$ cat config.mk
export PLATFORM = sky130hd
export DESIGN_NAME = ufe_ctrl
export DESIGN_NICKNAME = d
export VERILOG_FILES = /design/src/rtl/ufe_pkg.sv /design/src/rtl/ufe_ctrl.sv
export SDC_FILE = /design/constraint.sdc
export NUM_CORES = 1
export LEC_CHECK = 0
export BUFFER_PORTS_ARGS = -buffer_cell sky130_fd_sc_hd__buf_2
export CAP_MARGIN = 20
export CORE_AREA = 2 2 39 41
export DETAILED_ROUTE_END_ITERATION = 10
export DIE_AREA = 0 0 41 43
export SLEW_MARGIN = 15
export SYNTH_ARGS = -nofsm -noshare
export SYNTH_HDL_FRONTEND = slang
export SYNTH_SLANG_ARGS = --single-unit
$ cat constraint.sdc
create_clock -name clk -period 3.2 [get_ports clk]
set_input_delay 0.48 -clock clk [delete_from_list [all_inputs] [get_ports clk]]
set_output_delay 0.48 -clock clk [all_outputs]
set_load 0.01 [all_outputs]
$ cat src/rtl/ufe_pkg.sv
// Shared types and constants for the union-find engine.
// Used by the controller, the datapath, the top level and the checker.
`default_nettype none

package ufe_pkg;

    localparam int NODE_W         = 10;
    localparam int RANK_W         = 4;
    localparam int CNT_W          = 11;
    localparam int MAX_NODES_DEF  = 1024;
    localparam int NODE_COUNT_RST = 1024;
    localparam logic [RANK_W-1:0] RANK_MAX = 4'd15;

    // Read address sources for the table read port.
    localparam logic [1:0] RD_SEL_IN     = 2'd0;
    localparam logic [1:0] RD_SEL_Q      = 2'd1;
    localparam logic [1:0] RD_SEL_PARENT = 2'd2;

    typedef struct packed {
        logic              req_type;
        logic [NODE_W-1:0] node_p;
        logic [NODE_W-1:0] node_q;
    } ufe_req_t;

    typedef struct packed {
        logic              same_set;
        logic [NODE_W-1:0] root_p;
        logic [NODE_W-1:0] root_q;
        logic              range_error;
    } ufe_rsp_t;

    typedef struct packed {
        logic [RANK_W-1:0] rank;
        logic [NODE_W-1:0] parent;
    } ufe_entry_t;

    typedef struct packed {
        logic       rd_en;
        logic [1:0] rd_sel;
        logic       req_load;
        logic       save_p;
        logic       save_q;
        logic       clr_reset;
        logic       clr_write;
        logic       link_a;
        logic       link_b;
        logic       out_load;
    } ufe_cmd_t;

    typedef struct packed {
        logic is_root;
        logic req_err;
        logic req_union;
        logic roots_differ;
        logic tie;
        logic clr_last;
        logic out_free;
    } ufe_sts_t;

endpackage

`default_nettype wire

$ cat src/rtl/ufe_ctrl.sv
// Sequencer for the union-find engine: clearing pass, root walks, linking, result hand-off.
// Depends on ufe_pkg for the command and status structs.
`default_nettype none

module ufe_ctrl
    import ufe_pkg::*;
(
    input  wire logic     clk,
    input  wire logic     rst_n,
    input  wire logic     req_valid,
    output logic          req_ready,
    input  wire logic     cfg_wr_en,
    input  wire ufe_sts_t sts,
    output ufe_cmd_t      cmd
);

    localparam logic [2:0] S_CLEAR  = 3'd0;
    localparam logic [2:0] S_IDLE   = 3'd1;
    localparam logic [2:0] S_WALK_P = 3'd2;
    localparam logic [2:0] S_WALK_Q = 3'd3;
    localparam logic [2:0] S_LINK_A = 3'd4;
    localparam logic [2:0] S_LINK_B = 3'd5;
    localparam logic [2:0] S_DONE   = 3'd6;

    logic [2:0] state_reg;
    logic [2:0] state_next;

    always_ff @(posedge clk or negedge rst_n)
    begin
        if (!rst_n)
        begin
            state_reg <= S_CLEAR;
        end
        else
        begin
            state_reg <= state_next;
        end
    end

    always_comb
    begin
        state_next = state_reg;
        cmd        = '0;
        req_ready  = 1'b0;
        case (state_reg)
            S_CLEAR:
            begin
                cmd.clr_write = 1'b1;
                if (sts.clr_last)
                begin
                    state_next = S_IDLE;
                end
            end
            S_IDLE:
            begin
                req_ready = !cfg_wr_en;
                if (req_valid && !cfg_wr_en)
                begin
                    cmd.req_load = 1'b1;
                    cmd.rd_en    = 1'b1;
                    cmd.rd_sel   = RD_SEL_IN;
                    state_next   = S_WALK_P;
                end
            end
            S_WALK_P:
            begin
                if (sts.req_err)
                begin
                    state_next = S_DONE;
                end
                else if (sts.is_root)
                begin
                    cmd.save_p = 1'b1;
                    cmd.rd_en  = 1'b1;
                    cmd.rd_sel = RD_SEL_Q;
                    state_next = S_WALK_Q;
                end
                else
                begin
                    cmd.rd_en  = 1'b1;
                    cmd.rd_sel = RD_SEL_PARENT;
                end
            end
            S_WALK_Q:
            begin
                if (sts.is_root)
                begin
                    cmd.save_q = 1'b1;
                    if (sts.req_union && sts.roots_differ)
                    begin
                        state_next = S_LINK_A;
                    end
                    else
                    begin
                        state_next = S_DONE;
                    end
                end
                else
                begin
                    cmd.rd_en  = 1'b1;
                    cmd.rd_sel = RD_SEL_PARENT;
                end
            end
            S_LINK_A:
            begin
                cmd.link_a = 1'b1;
                state_next = sts.tie ? S_LINK_B : S_DONE;
            end
            S_LINK_B:
            begin
                cmd.link_b = 1'b1;
                state_next = S_DONE;
            end
            S_DONE:
            begin
                if (sts.out_free)
                begin
                    cmd.out_load = 1'b1;
                    state_next   = S_IDLE;
                end
            end
            default:
            begin
                state_next = S_CLEAR;
            end
        endcase

        // A node_count write re-initializes the forest from the first entry.
        if (cfg_wr_en)
        begin
            cmd.clr_reset = 1'b1;
            state_next    = S_CLEAR;
        end
    end

endmodule

`default_nettype wire

---- Word-level counts from Yosys, hierarchy flattened ----
Cells that the tools add are included.
operators by class
  add/sub/neg operators ................... 0
  multipliers ............................. 0
  div/mod/pow operators ................... 0
  order comparisons ....................... 0
  equality and inequality tests ........... 11
  shift-type cells ........................ 0
  multiplexer cells ....................... 27
  bitwise operators ....................... 0
  reductions and logical operators ........ 5
operators with widths
  kind                                                  count
  two-way mux 3 bit                                     9
  case mux 3 bit (7 select lines)                       1
  two-way mux 1 bit                                     12
  != test 3 bit (second input constant)                 4
  equality test 3 bit (second input constant)           3
  case mux 3 bit (3 select lines)                       1
  equality test 3 x 2 -> 1 bit (second input constant)  2
  two-way mux 2 bit                                     3
  AND reduction 5 bit                                   1
  two-way mux 4 bit                                     1
  != test 4 bit (second input constant)                 1
  equality test 3 x 1 -> 1 bit (second input constant)  1
  logical NOT 3 bit                                     1
  logical AND 1 bit                                     2
  logical NOT 1 bit                                     1
storage, ports and cells
  flip-flop bits (word level) ............. 3
  bits in latches ......................... 0
  memory bits (writable) .................. 0
  bits in read-only memories .............. 0
  input bits .............................. 11
  output and inout port bits .............. 12
  word-level logic and storage cells ...... 44
  memories ................................ 0

---- Longest topological paths before layout ----
Gate-level depths: netlist of the first run.
  word-level depth ........................ 5
  depth in mapped cells ................... 5
  mapped depth without buffers ............ 4

---- Worst setup path after synthesis of the first run ----
OpenSTA, ideal clock, no wires.
  kind .................................... in2out
  start ................................... input cfg_wr_en
  end ..................................... output cmd[10] (netlist name)
  data arrival time ....................... 1257 ps
  required time ........................... 2720 ps
  slack ................................... 1463 ps
  stages .................................. 3
  buffers on the path ..................... 0
  cell sequence ........................... nor4b_2 -> and2_1 -> or2_1
RTL lines
  item                RTL line        source
  start: declaration  ufe_ctrl.sv:12  input wire logic cfg_wr_en,
  end: declaration    ufe_ctrl.sv:14  output ufe_cmd_t cmd

==> results.cfg, run 1 <==
[sta]
setup_repair_after_global_routing_missed_its_margin = no
finalHoldViolCount = 0
finClkSkew_ns = 0.000505
finalCritPeriodShare_pct = 65.7
setup_viol = 0
transition_time_at_the_pin_with_the_least_slew_margin_ns = 0.432
fin_tns_setup_ns = 0
slew-limit-headroom_pct = 71.2
max_clock_freq_mhz = 475
period_needed_ns = 2.10
drv_slew = 0

[clock_network]
cts_max_path_buffers = 2
total_cts_buffers = 3
tritoncts = built
worst_setup_hold_path_clk_slew_ns = 0.04
cts_num_sinks = 3
clock_insertion_delay_worst_skew_ns = 0.23
ctsRootBufferMaster = sky130_fd_sc_hd__clkbuf_4
postCtsResizedCells = 0
clock_tree.htree_level_count = 1
cts_post_setup_buffers_inserted = 0
cts_hold_repair.buffers = 0

[die]
floorplan.initialDensity_pct = 25.3
fp.dieH_um = 43
coreArea_um2 = 1380
die_w_um = 41
core.rowCount = 14
design.portCount = 23
dieArea_um2 = 1760

[critical_path]
worst-setup-path-type = reg -> out
start_kind = flop
setup_slack_of_the_worst_register_to_register_path_ns = 1.46
reg2reg_to = state_reg[1]
path_max_fanout = 12
cp-startpoint = state_reg[2]
crit_required_ns = 2.72
worst_setup_path_endpoint = cmd[10]
cp_cell_sequence = and2b_2, o21ai_1, a21oi_1, or2_1, buf_2
crit_slowest_cell = sky130_fd_sc_hd__dfrtp_1
reg2reg_depth = 4
critPathMaxStageDelay_ns = 0.53
worstReg2RegStart = state_reg[1]
data_arrival_at_the_endpoint_of_the_critical_path_ns = 1.62
timing.critical_path.to_type = output port

[layout]
layout.nets = 79
area.growth.synth_to_final_pct = 37.9
layoutNonFillerInstCount = 83
largest_register_ffs = 3
commonest_non_fill_non_tap_cell_in_the_layout = sky130_fd_sc_hd__buf_2
final_layout_size_suffix_gt1_share_pct = 43.3
num_antenna_cells = 0
final_cell_mix = sky130_fd_sc_hd__buf_2, sky130_fd_sc_hd__nor2_1, sky130_fd_sc_hd__nor3_1

[yosys]
synth_largest_area_cell = sky130_fd_sc_hd__dfrtp_1
syn_avg_cell_area_um2 = 7.79
syn-num-nets = 56
syn_area_um2 = 350
synthesis_warnings = 0
synth.yosys.seq_area_share_pct = 21.4
synth_top_cells_by_area = sky130_fd_sc_hd__dfrtp_1, sky130_fd_sc_hd__nor3_1, sky130_fd_sc_hd__nor2_1, sky130_fd_sc_hd__and3b_1, sky130_fd_sc_hd__o311ai_2
yosysUniqueCellTypes = 27
syn_inst = 45
yosys.area.top_type_share_pct = 21.4
yosys_register_bits = 3

[power_and_ir_drop]
p_int_mw = 0.187
power_switching_share_pct = 44.3
netSwitchingPower_mw = 0.148
gate_power_share_pct = 49.9
power_frac_seq_pct = 30.5
power.static_leakage_nw = 0.257
ir_drop_v = 0.000282
clock_power_share_pct = 19.6
power_per_cell_area_nw_per_um2 = 694

[drt]
via_per_inst = 4.87
num_vias = 404
remaining_drc_errors = 0
drt_pass1_iterations = 2
drt_iter0_markers = 6
route.antenna.remaining_nets = 0
detail_route.wirelength_um = 920
post_drt_wl_per_cell_um = 11.1

[global_route]
antenna_found_initial = 0
first_global_vias = 356
wire_length_of_the_first_global_routing_pass_um = 1390
globalRoute.totalOverflow = 0
grt_use_total_pct = 11.3
grt_max_degree = 17

[placed_design]
finalWeightedCongestion = 0.740
place.detailed.instances = 79
count_of_input_and_output_buffers = 22
dp_hpwl_um = 660

[min_path]
holdCritPathClass = in -> async

[outcome]
outcome = completed

[job]
cap_violations = 0
==> kinds of logic after synthesis <==
family / count (synthesis) / synth area share, %
simple gates: 24 / 41.1
flops: 3 / 21.4
compound gates: 11 / 22.5
buf+inv: 5 / 7.85
mux: 2 / 7.14
==> per-layer routing <==
metal	track usage [%]	share of wire, %	vias to the layer above
li1	-	-	209
met1	13.8	47	185
met2	19.1	48	10
met3	1.57	4.2	0
met4	4.00	0	0
met5	0	0	-
==> synth_stat cells, drive strengths merged <==
master  n
or2     1
nor2    5
and2    2
and2b   1
nand3   1
and3    1
a22oi   1
clkbuf  1
a221oi  1
inv     1
and3b   2
o21ai   5
o311ai  1
dfrtp   3
o211ai  1
mux2    1
mux2i   1
buf     3
nor3    4
nand2b  2
a21oi   1
and4b   1
nor4b   1
a31o    1
nand2   3
==> final cells by class <==
type	count	area, um^2
Timing Repair Buffer	22	110
Fill cell	167	901
Sequential cell	3	75.1
Tap cell	16	20.0
Inverter	1	3.75
Clock buffer	4	26.3
Multi-Input combinational cell	37	248
==> through the flow <==
step / area, um^2 / setup slack (ns) / total power [mW] / util, % / hold slack (ns)
after floorplan: 350 / 1.46 / 0.220 / - / 0.184
after global placement: 457 / 1.38 / 0.268 / 33.0 / 0.276
after detailed placement: 457 / 1.33 / 0.271 / 33.0 / 0.279
after CTS: 483 / 1.08 / 0.341 / 34.9 / 0.0317
after global routing: 483 / 0.962 / 0.369 / 34.9 / 0.0354
final: 483 / 1.10 / 0.335 / 34.9 / 0.0376
==> worst min-delay path by stage <==
stage | start | slack [ns] | cells past startpoint | to
2_1_floorplan | rst_n | 0.18 | 0 | state_reg[0]
3_3_place_gp | rst_n | 0.28 | 1 | state_reg[0]
3_5_place_dp | rst_n | 0.28 | 1 | state_reg[0]
4_1_cts | rst_n | 0.03 | 1 | state_reg[0]
5_1_grt | rst_n | 0.04 | 1 | state_reg[2]
6_report | rst_n | 0.04 | 1 | state_reg[1]
==> power groups by stage <==
stage,Combinational [mW],Clock (mW),Sequential (mW)
finish,0.167,0.0658,0.102
global route,0.188,0.0705,0.110
CTS,0.170,0.0685,0.102
detailed placement,0.167,0,0.103
global placement,0.168,0,0.0996
floorplan,0.153,0,0.0663
==> critical path, delay by kind of cell, from the launching register on <==
kind                   cells  cell delay [ns]
flip-flops                 1             0.53
AO/OA/AOI/OAI              2             0.21
AND/OR/NAND/NOR            2             0.51
buffers and inverters      1             0.13
(Power assumes the default switching activity.)
==> run 2: changes to the inputs <==
==> constraint.sdc (replaced) <==
create_clock -name clk -period 1.9 [get_ports clk]
set_input_delay 0.285 -clock clk [delete_from_list [all_inputs] [get_ports clk]]
set_output_delay 0.285 -clock clk [all_outputs]
set_load 0.01 [all_outputs]
==> results.cfg, run 2 (synthesized netlist as in run 1, its figures left out) <==
[critical_path]
worstReg2RegStart = state_reg[2]
crit_required_ns = 1.62
worst-setup-path-type = reg -> out
start_kind = flop
worst-path-stages = 4
reg2reg_to = state_reg[1]
worstPathBufferInverterCount = 1
path_max_fanout = 9
cp_cell_sequence = nor4b_2, and2_1, or2_1, buf_2
cp-startpoint = state_reg[1]
timing.critical_path.to_type = output port
crit_slowest_cell = sky130_fd_sc_hd__dfrtp_2
setup_slack_of_the_worst_register_to_register_path_ns = 0.38
critPathMaxStageDelay_ns = 0.46
data_arrival_at_the_endpoint_of_the_critical_path_ns = 1.44
reg2reg_depth = 4
path_delay_family = simple AND/OR/NAND/NOR gates

[sta]
max_clock_freq_mhz = 580
layout_setup_ws_ns = 0.177
setup_repair_after_global_routing_missed_its_margin = no
fin_tns_setup_ns = 0
drv_slew = 0
setup_viol = 0
finClkSkew_ns = 0.00563
finalCritPeriodShare_pct = 90.7
slew-limit-headroom_pct = 80.3
hold_ws_ns = 0.324
transition_time_at_the_pin_with_the_least_slew_margin_ns = 0.294
period_needed_ns = 1.72
finalHoldViolCount = 0

[clock_network]
cts_num_sinks = 3
tritoncts = built
total_cts_buffers = 3
clock_tree.htree_level_count = 1
worst_setup_hold_path_clk_slew_ns = 0.04
cts_max_path_buffers = 2
clock_insertion_delay_worst_skew_ns = 0.24
ctsRootBufferMaster = sky130_fd_sc_hd__clkbuf_4

[drt]
remaining_drc_errors = 0
route.antenna.remaining_nets = 0
num_vias = 435
highest_signal_layer = met4
drt_iter0_markers = 13
routed-wl-met3_um = 42
via_per_inst = 5.00
route.layer.met1.wl_um = 407
detailroute.wirelength.met2_um = 474
detail_route.wirelength_um = 964
drt_pass1_iterations = 3
post_drt_wl_per_cell_um = 11.1

[min_path]
holdCritPathClass = in -> reg
min_from = cfg_wr_en
min_delay_worst_endpoint = state_reg[2]
worst_hold_path.num_cells = 2

[die]
die_w_um = 41
floorplan.initialDensity_pct = 25.3
core.rowCount = 14
coreArea_um2 = 1380
design.portCount = 23
fp.dieH_um = 43
dieArea_um2 = 1760

[power_and_ir_drop]
finalPower_mw = 0.616
power.static_leakage_nw = 0.274
ir_drop_v = 0.000489
power_per_cell_area_nw_per_um2 = 1180

[layout]
area.growth.synth_to_final_pct = 48.9
commonest_non_fill_non_tap_cell_in_the_layout = sky130_fd_sc_hd__buf_2
final_layout_size_suffix_gt1_share_pct = 49.3
final_cell_mix = sky130_fd_sc_hd__buf_2, sky130_fd_sc_hd__nor2_1, sky130_fd_sc_hd__nor3_1
layout.cell_area.non_filler_um2 = 522
largest_register_ffs = 3
layout.nets = 83
num_antenna_cells = 0

[outcome]
outcome = completed

[placed_design]
dpl-instance-area_um2 = 479
dp_hpwl_um = 718
minimum_setup_slack_after_placement_ns = 0.309
count_of_input_and_output_buffers = 22
finalWeightedCongestion = 0.784

[global_route]
antenna_found_initial = 0
globalRoute.totalOverflow = 0
first_global_vias = 407
wire_length_of_the_first_global_routing_pass_um = 1640
grt_use_total_pct = 14.2
grt_max_degree = 15

[job]
cap_violations = 0
## run 2: changes by cell type in the layout (fill, tap and decap cells not counted)
| cell | change |
|---|---|
| sky130_fd_sc_hd__buf_4 | +3 |
| sky130_fd_sc_hd__dfrtp_1 | -2 |
| sky130_fd_sc_hd__o21ai_2 | +1 |
| sky130_fd_sc_hd__o21ai_1 | -1 |
| sky130_fd_sc_hd__dlygate4sd3_1 | +1 |
| sky130_fd_sc_hd__dfrtp_2 | +2 |
## run 2: repair_timing
item,in CTS,in global routing
buffers inserted,0,0
setup endpoints to repair,0,1
resized for setup,0,3
endpoints found under the hold margin,3,0
hold buffers,1,0
## run 2: how the worst max path moves through the flow
| stage | endpoint | slack (ns) |
|---|---|---|
| global placement | state_reg[1] | 0.33 |
| floorplan | cmd[10] | 0.39 |
| finish | cmd[10] | 0.18 |
| CTS | cmd[10] | 0.06 |
| detailed placement | state_reg[1] | 0.31 |
| global route | cmd[10] | 0.02 |
## run 2: layer usage
metal  up-vias  track usage (%)
li1        215                -
met1       200             15.8
met2        15             21.3
met3         5             3.14
met4         0             12.0
met5         -                0
## run 2: power by group
group	internal (mW)	switching, mW
clock network	0.0789	0.0360
logic	0.181	0.187
registers	0.0910	0.0424
## run 2: area by class of cell
type	instances	area, um^2
sequential	3	77.6
tap	16	20.0
timing repair buffer	26	143
multi-input combinational	37	251
inverter	1	3.75
clock buffer	4	26.3
fill	150	862
## run 2: worst reg2reg max path: stages, from the launching register on
cell and delay [ns]:
sky130_fd_sc_hd__dfrtp_2 0.44, sky130_fd_sc_hd__and2b_2 0.28, sky130_fd_sc_hd__o21ai_2 0.08, sky130_fd_sc_hd__o311ai_2 0.28, sky130_fd_sc_hd__mux2_4 0.33
## run 2: through the flow
| stage | util, % | cells |
|---|---|---|
| final | 37.7 | 87 |
| after global routing | 37.7 | 87 |
| after CTS | 37.3 | 87 |
| after detailed placement | 34.6 | 82 |
| after global placement | 34.6 | 82 |
| after floorplan | - | 45 |
==> run 3: changes to the inputs <==
--- a/config.mk
+++ b/config.mk
@@ -5,11 +5,11 @@
 export SDC_FILE = /design/constraint.sdc
 export NUM_CORES = 1
 export LEC_CHECK = 0
-export BUFFER_PORTS_ARGS = -buffer_cell sky130_fd_sc_hd__buf_2
 export CAP_MARGIN = 20
 export CORE_AREA = 2 2 39 41
 export DETAILED_ROUTE_END_ITERATION = 10
 export DIE_AREA = 0 0 41 43
+export DONT_BUFFER_PORTS = 1
 export SLEW_MARGIN = 15
 export SYNTH_ARGS = -nofsm -noshare
 export SYNTH_HDL_FRONTEND = slang
==> constraint.sdc (replaced) <==
create_clock -name clk -period 1.59 [get_ports clk]
set_input_delay 0.2385 -clock clk [delete_from_list [all_inputs] [get_ports clk]]
set_output_delay 0.2385 -clock clk [all_outputs]
set_load 0.01 [all_outputs]
==> results.cfg, run 3 (synthesized netlist as in run 1, its figures left out) <==
[clock_network]
total_cts_buffers = 3
ctsRootBufferMaster = sky130_fd_sc_hd__clkbuf_4
worst_setup_hold_path_clk_slew_ns = 0.04
cts_num_sinks = 3
clock_tree.htree_level_count = 1
cts_max_path_buffers = 2
cts_post_setup_buffers_inserted = 0
tritoncts = built
clock_insertion_delay_worst_skew_ns = 0.24

[placed_design]
finalWeightedCongestion = 0.862
dp_hpwl_um = 747
count_of_input_and_output_buffers = 0

[layout]
layout.nets = 67
area.growth.synth_to_final_pct = 34.3
num_antenna_cells = 0
regArea_um2 = 77.6
multiInputGateArea_um2 = 265
final_cell_mix = sky130_fd_sc_hd__buf_4, sky130_fd_sc_hd__nor2_1, sky130_fd_sc_hd__nor3_1
final_layout_size_suffix_gt1_share_pct = 38.2
layout.filler_cells = 151
commonest_non_fill_non_tap_cell_in_the_layout = sky130_fd_sc_hd__buf_4
largest_register_ffs = 3

[critical_path]
reg2reg_depth = 5
data_arrival_at_the_endpoint_of_the_critical_path_ns = 1.40
worst-setup-path-type = reg -> out
reg2reg_to = state_reg[1]
start_kind = flop
setup_slack_of_the_worst_register_to_register_path_ns = 0.08
crit_required_ns = 1.35
worstReg2RegStart = state_reg[1]
path_max_fanout = 4
timing.critical_path.to_type = output port

[sta]
hold_ws_ns = 0.0752
setup_repair_after_global_routing_missed_its_margin = yes
setup_viol = 2
transition_time_at_the_pin_with_the_least_slew_margin_ns = 0.358
period_needed_ns = 1.64
drv_slew = 0
layout_setup_ws_ns = -0.0451
finalHoldViolCount = 0
finClkSkew_ns = 0.00224
fin_tns_setup_ns = -0.0811
max_clock_freq_mhz = 612
slew-limit-headroom_pct = 75.9
finalCritPeriodShare_pct = 103

[drt]
detail_route.wirelength_um = 1040
via_per_inst = 5.20
remaining_drc_errors = 0
drt_iter0_markers = 8
drt_pass1_iterations = 4
num_vias = 369
post_drt_wl_per_cell_um = 14.6
route.antenna.remaining_nets = 0

[die]
design.portCount = 23
floorplan.initialDensity_pct = 25.3
core.rowCount = 14
dieArea_um2 = 1760
coreArea_um2 = 1380
fp.dieH_um = 43
die_w_um = 41

[power_and_ir_drop]
power_per_cell_area_nw_per_um2 = 1650
power.static_leakage_nw = 0.209
ir_drop_v = 0.000555

[outcome]
outcome = complete, but fails checks
failed_checks = negative setup slack

[min_path]
worst_hold_path.num_cells = 1
min_from = cfg_wr_en
holdCritPathClass = in -> reg
min_delay_worst_endpoint = state_reg[2]

[global_route]
wire_length_of_the_first_global_routing_pass_um = 1680
globalRoute.totalOverflow = 0
grt_max_degree = 10
first_global_vias = 377
antenna_found_initial = 0
grt_use_total_pct = 14.7

[job]
cap_violations = 0
run 3: cell types whose count changed in the layout (fill, tap and decap cells not counted), sizes merged:
cell	change
buf	-16
run 3: report_power, final:
| group | switching [mW] | total [mW] | internal (mW) |
|---|---|---|---|
| logic | 0.235 | 0.483 | 0.247 |
| clock network | 0.0417 | 0.136 | 0.0942 |
| registers | 0.0471 | 0.156 | 0.109 |
| total | 0.324 | 0.774 | 0.450 |
run 3: cell type report:
class / instances / area share (%)
Timing Repair Buffer: 10 / 16.5
Sequential cell: 3 / 16.5
Multi-Input combinational cell: 37 / 56.4
Inverter: 1 / 0.798
Tap cell: 16 / 4.26
Clock buffer: 4 / 5.59
run 3: worst max-delay path by stage:
stage                        end    startpoint
finish                    cmd[6]  state_reg[2]
global route              cmd[8]  state_reg[2]
CTS                      cmd[10]  state_reg[1]
global placement    state_reg[1]  state_reg[1]
detailed placement  state_reg[1]  state_reg[1]
floorplan           state_reg[1]  state_reg[1]
run 3: through the flow:
step / area (um^2) / setup slack [ns] / util [%] / std cells / total power, mW
global route: 470 / -0.0952 / 34.0 / 71 / 0.844
global placement: 414 / 0.103 / 29.9 / 66 / 0.592
floorplan: 350 / 0.119 / - / 45 / 0.442
CTS: 450 / -0.0192 / 32.5 / 71 / 0.739
detailed placement: 414 / 0.0950 / 29.9 / 66 / 0.596
finish: 470 / -0.0451 / 34.0 / 71 / 0.774
run 3: what timing repair did:
action / 4_1_cts / 5_1_grt
endpoints found under the hold margin: 3 / 0
pin swaps: 0 / 0
resized for setup: 0 / 6
gates cloned: 0 / 0
endpoints found under the setup margin: 3 / 4
hold buffers: 1 / 0
run 3: routing by layer:
| layer | vias up | wire length, um | track usage [%] | part of all wire (%) |
|---|---|---|---|---|
| li1 | 182 | - | - | - |
| met4 | 0 | 15 | 8.00 | 1.4 |
| met5 | - | 0 | 0 | 0 |
| met1 | 173 | 386 | 16.5 | 37 |
| met2 | 12 | 555 | 23.4 | 54 |
| met3 | 2 | 77 | 4.19 | 7.4 |
run 3: worst max-delay path, cell delays in order, from the launching register on:
cell,delay (ns)
sky130_fd_sc_hd__dfrtp_2,0.43
sky130_fd_sc_hd__and2b_2,0.24
sky130_fd_sc_hd__buf_4,0.13
sky130_fd_sc_hd__nand2_1,0.06
sky130_fd_sc_hd__nor3_1,0.29
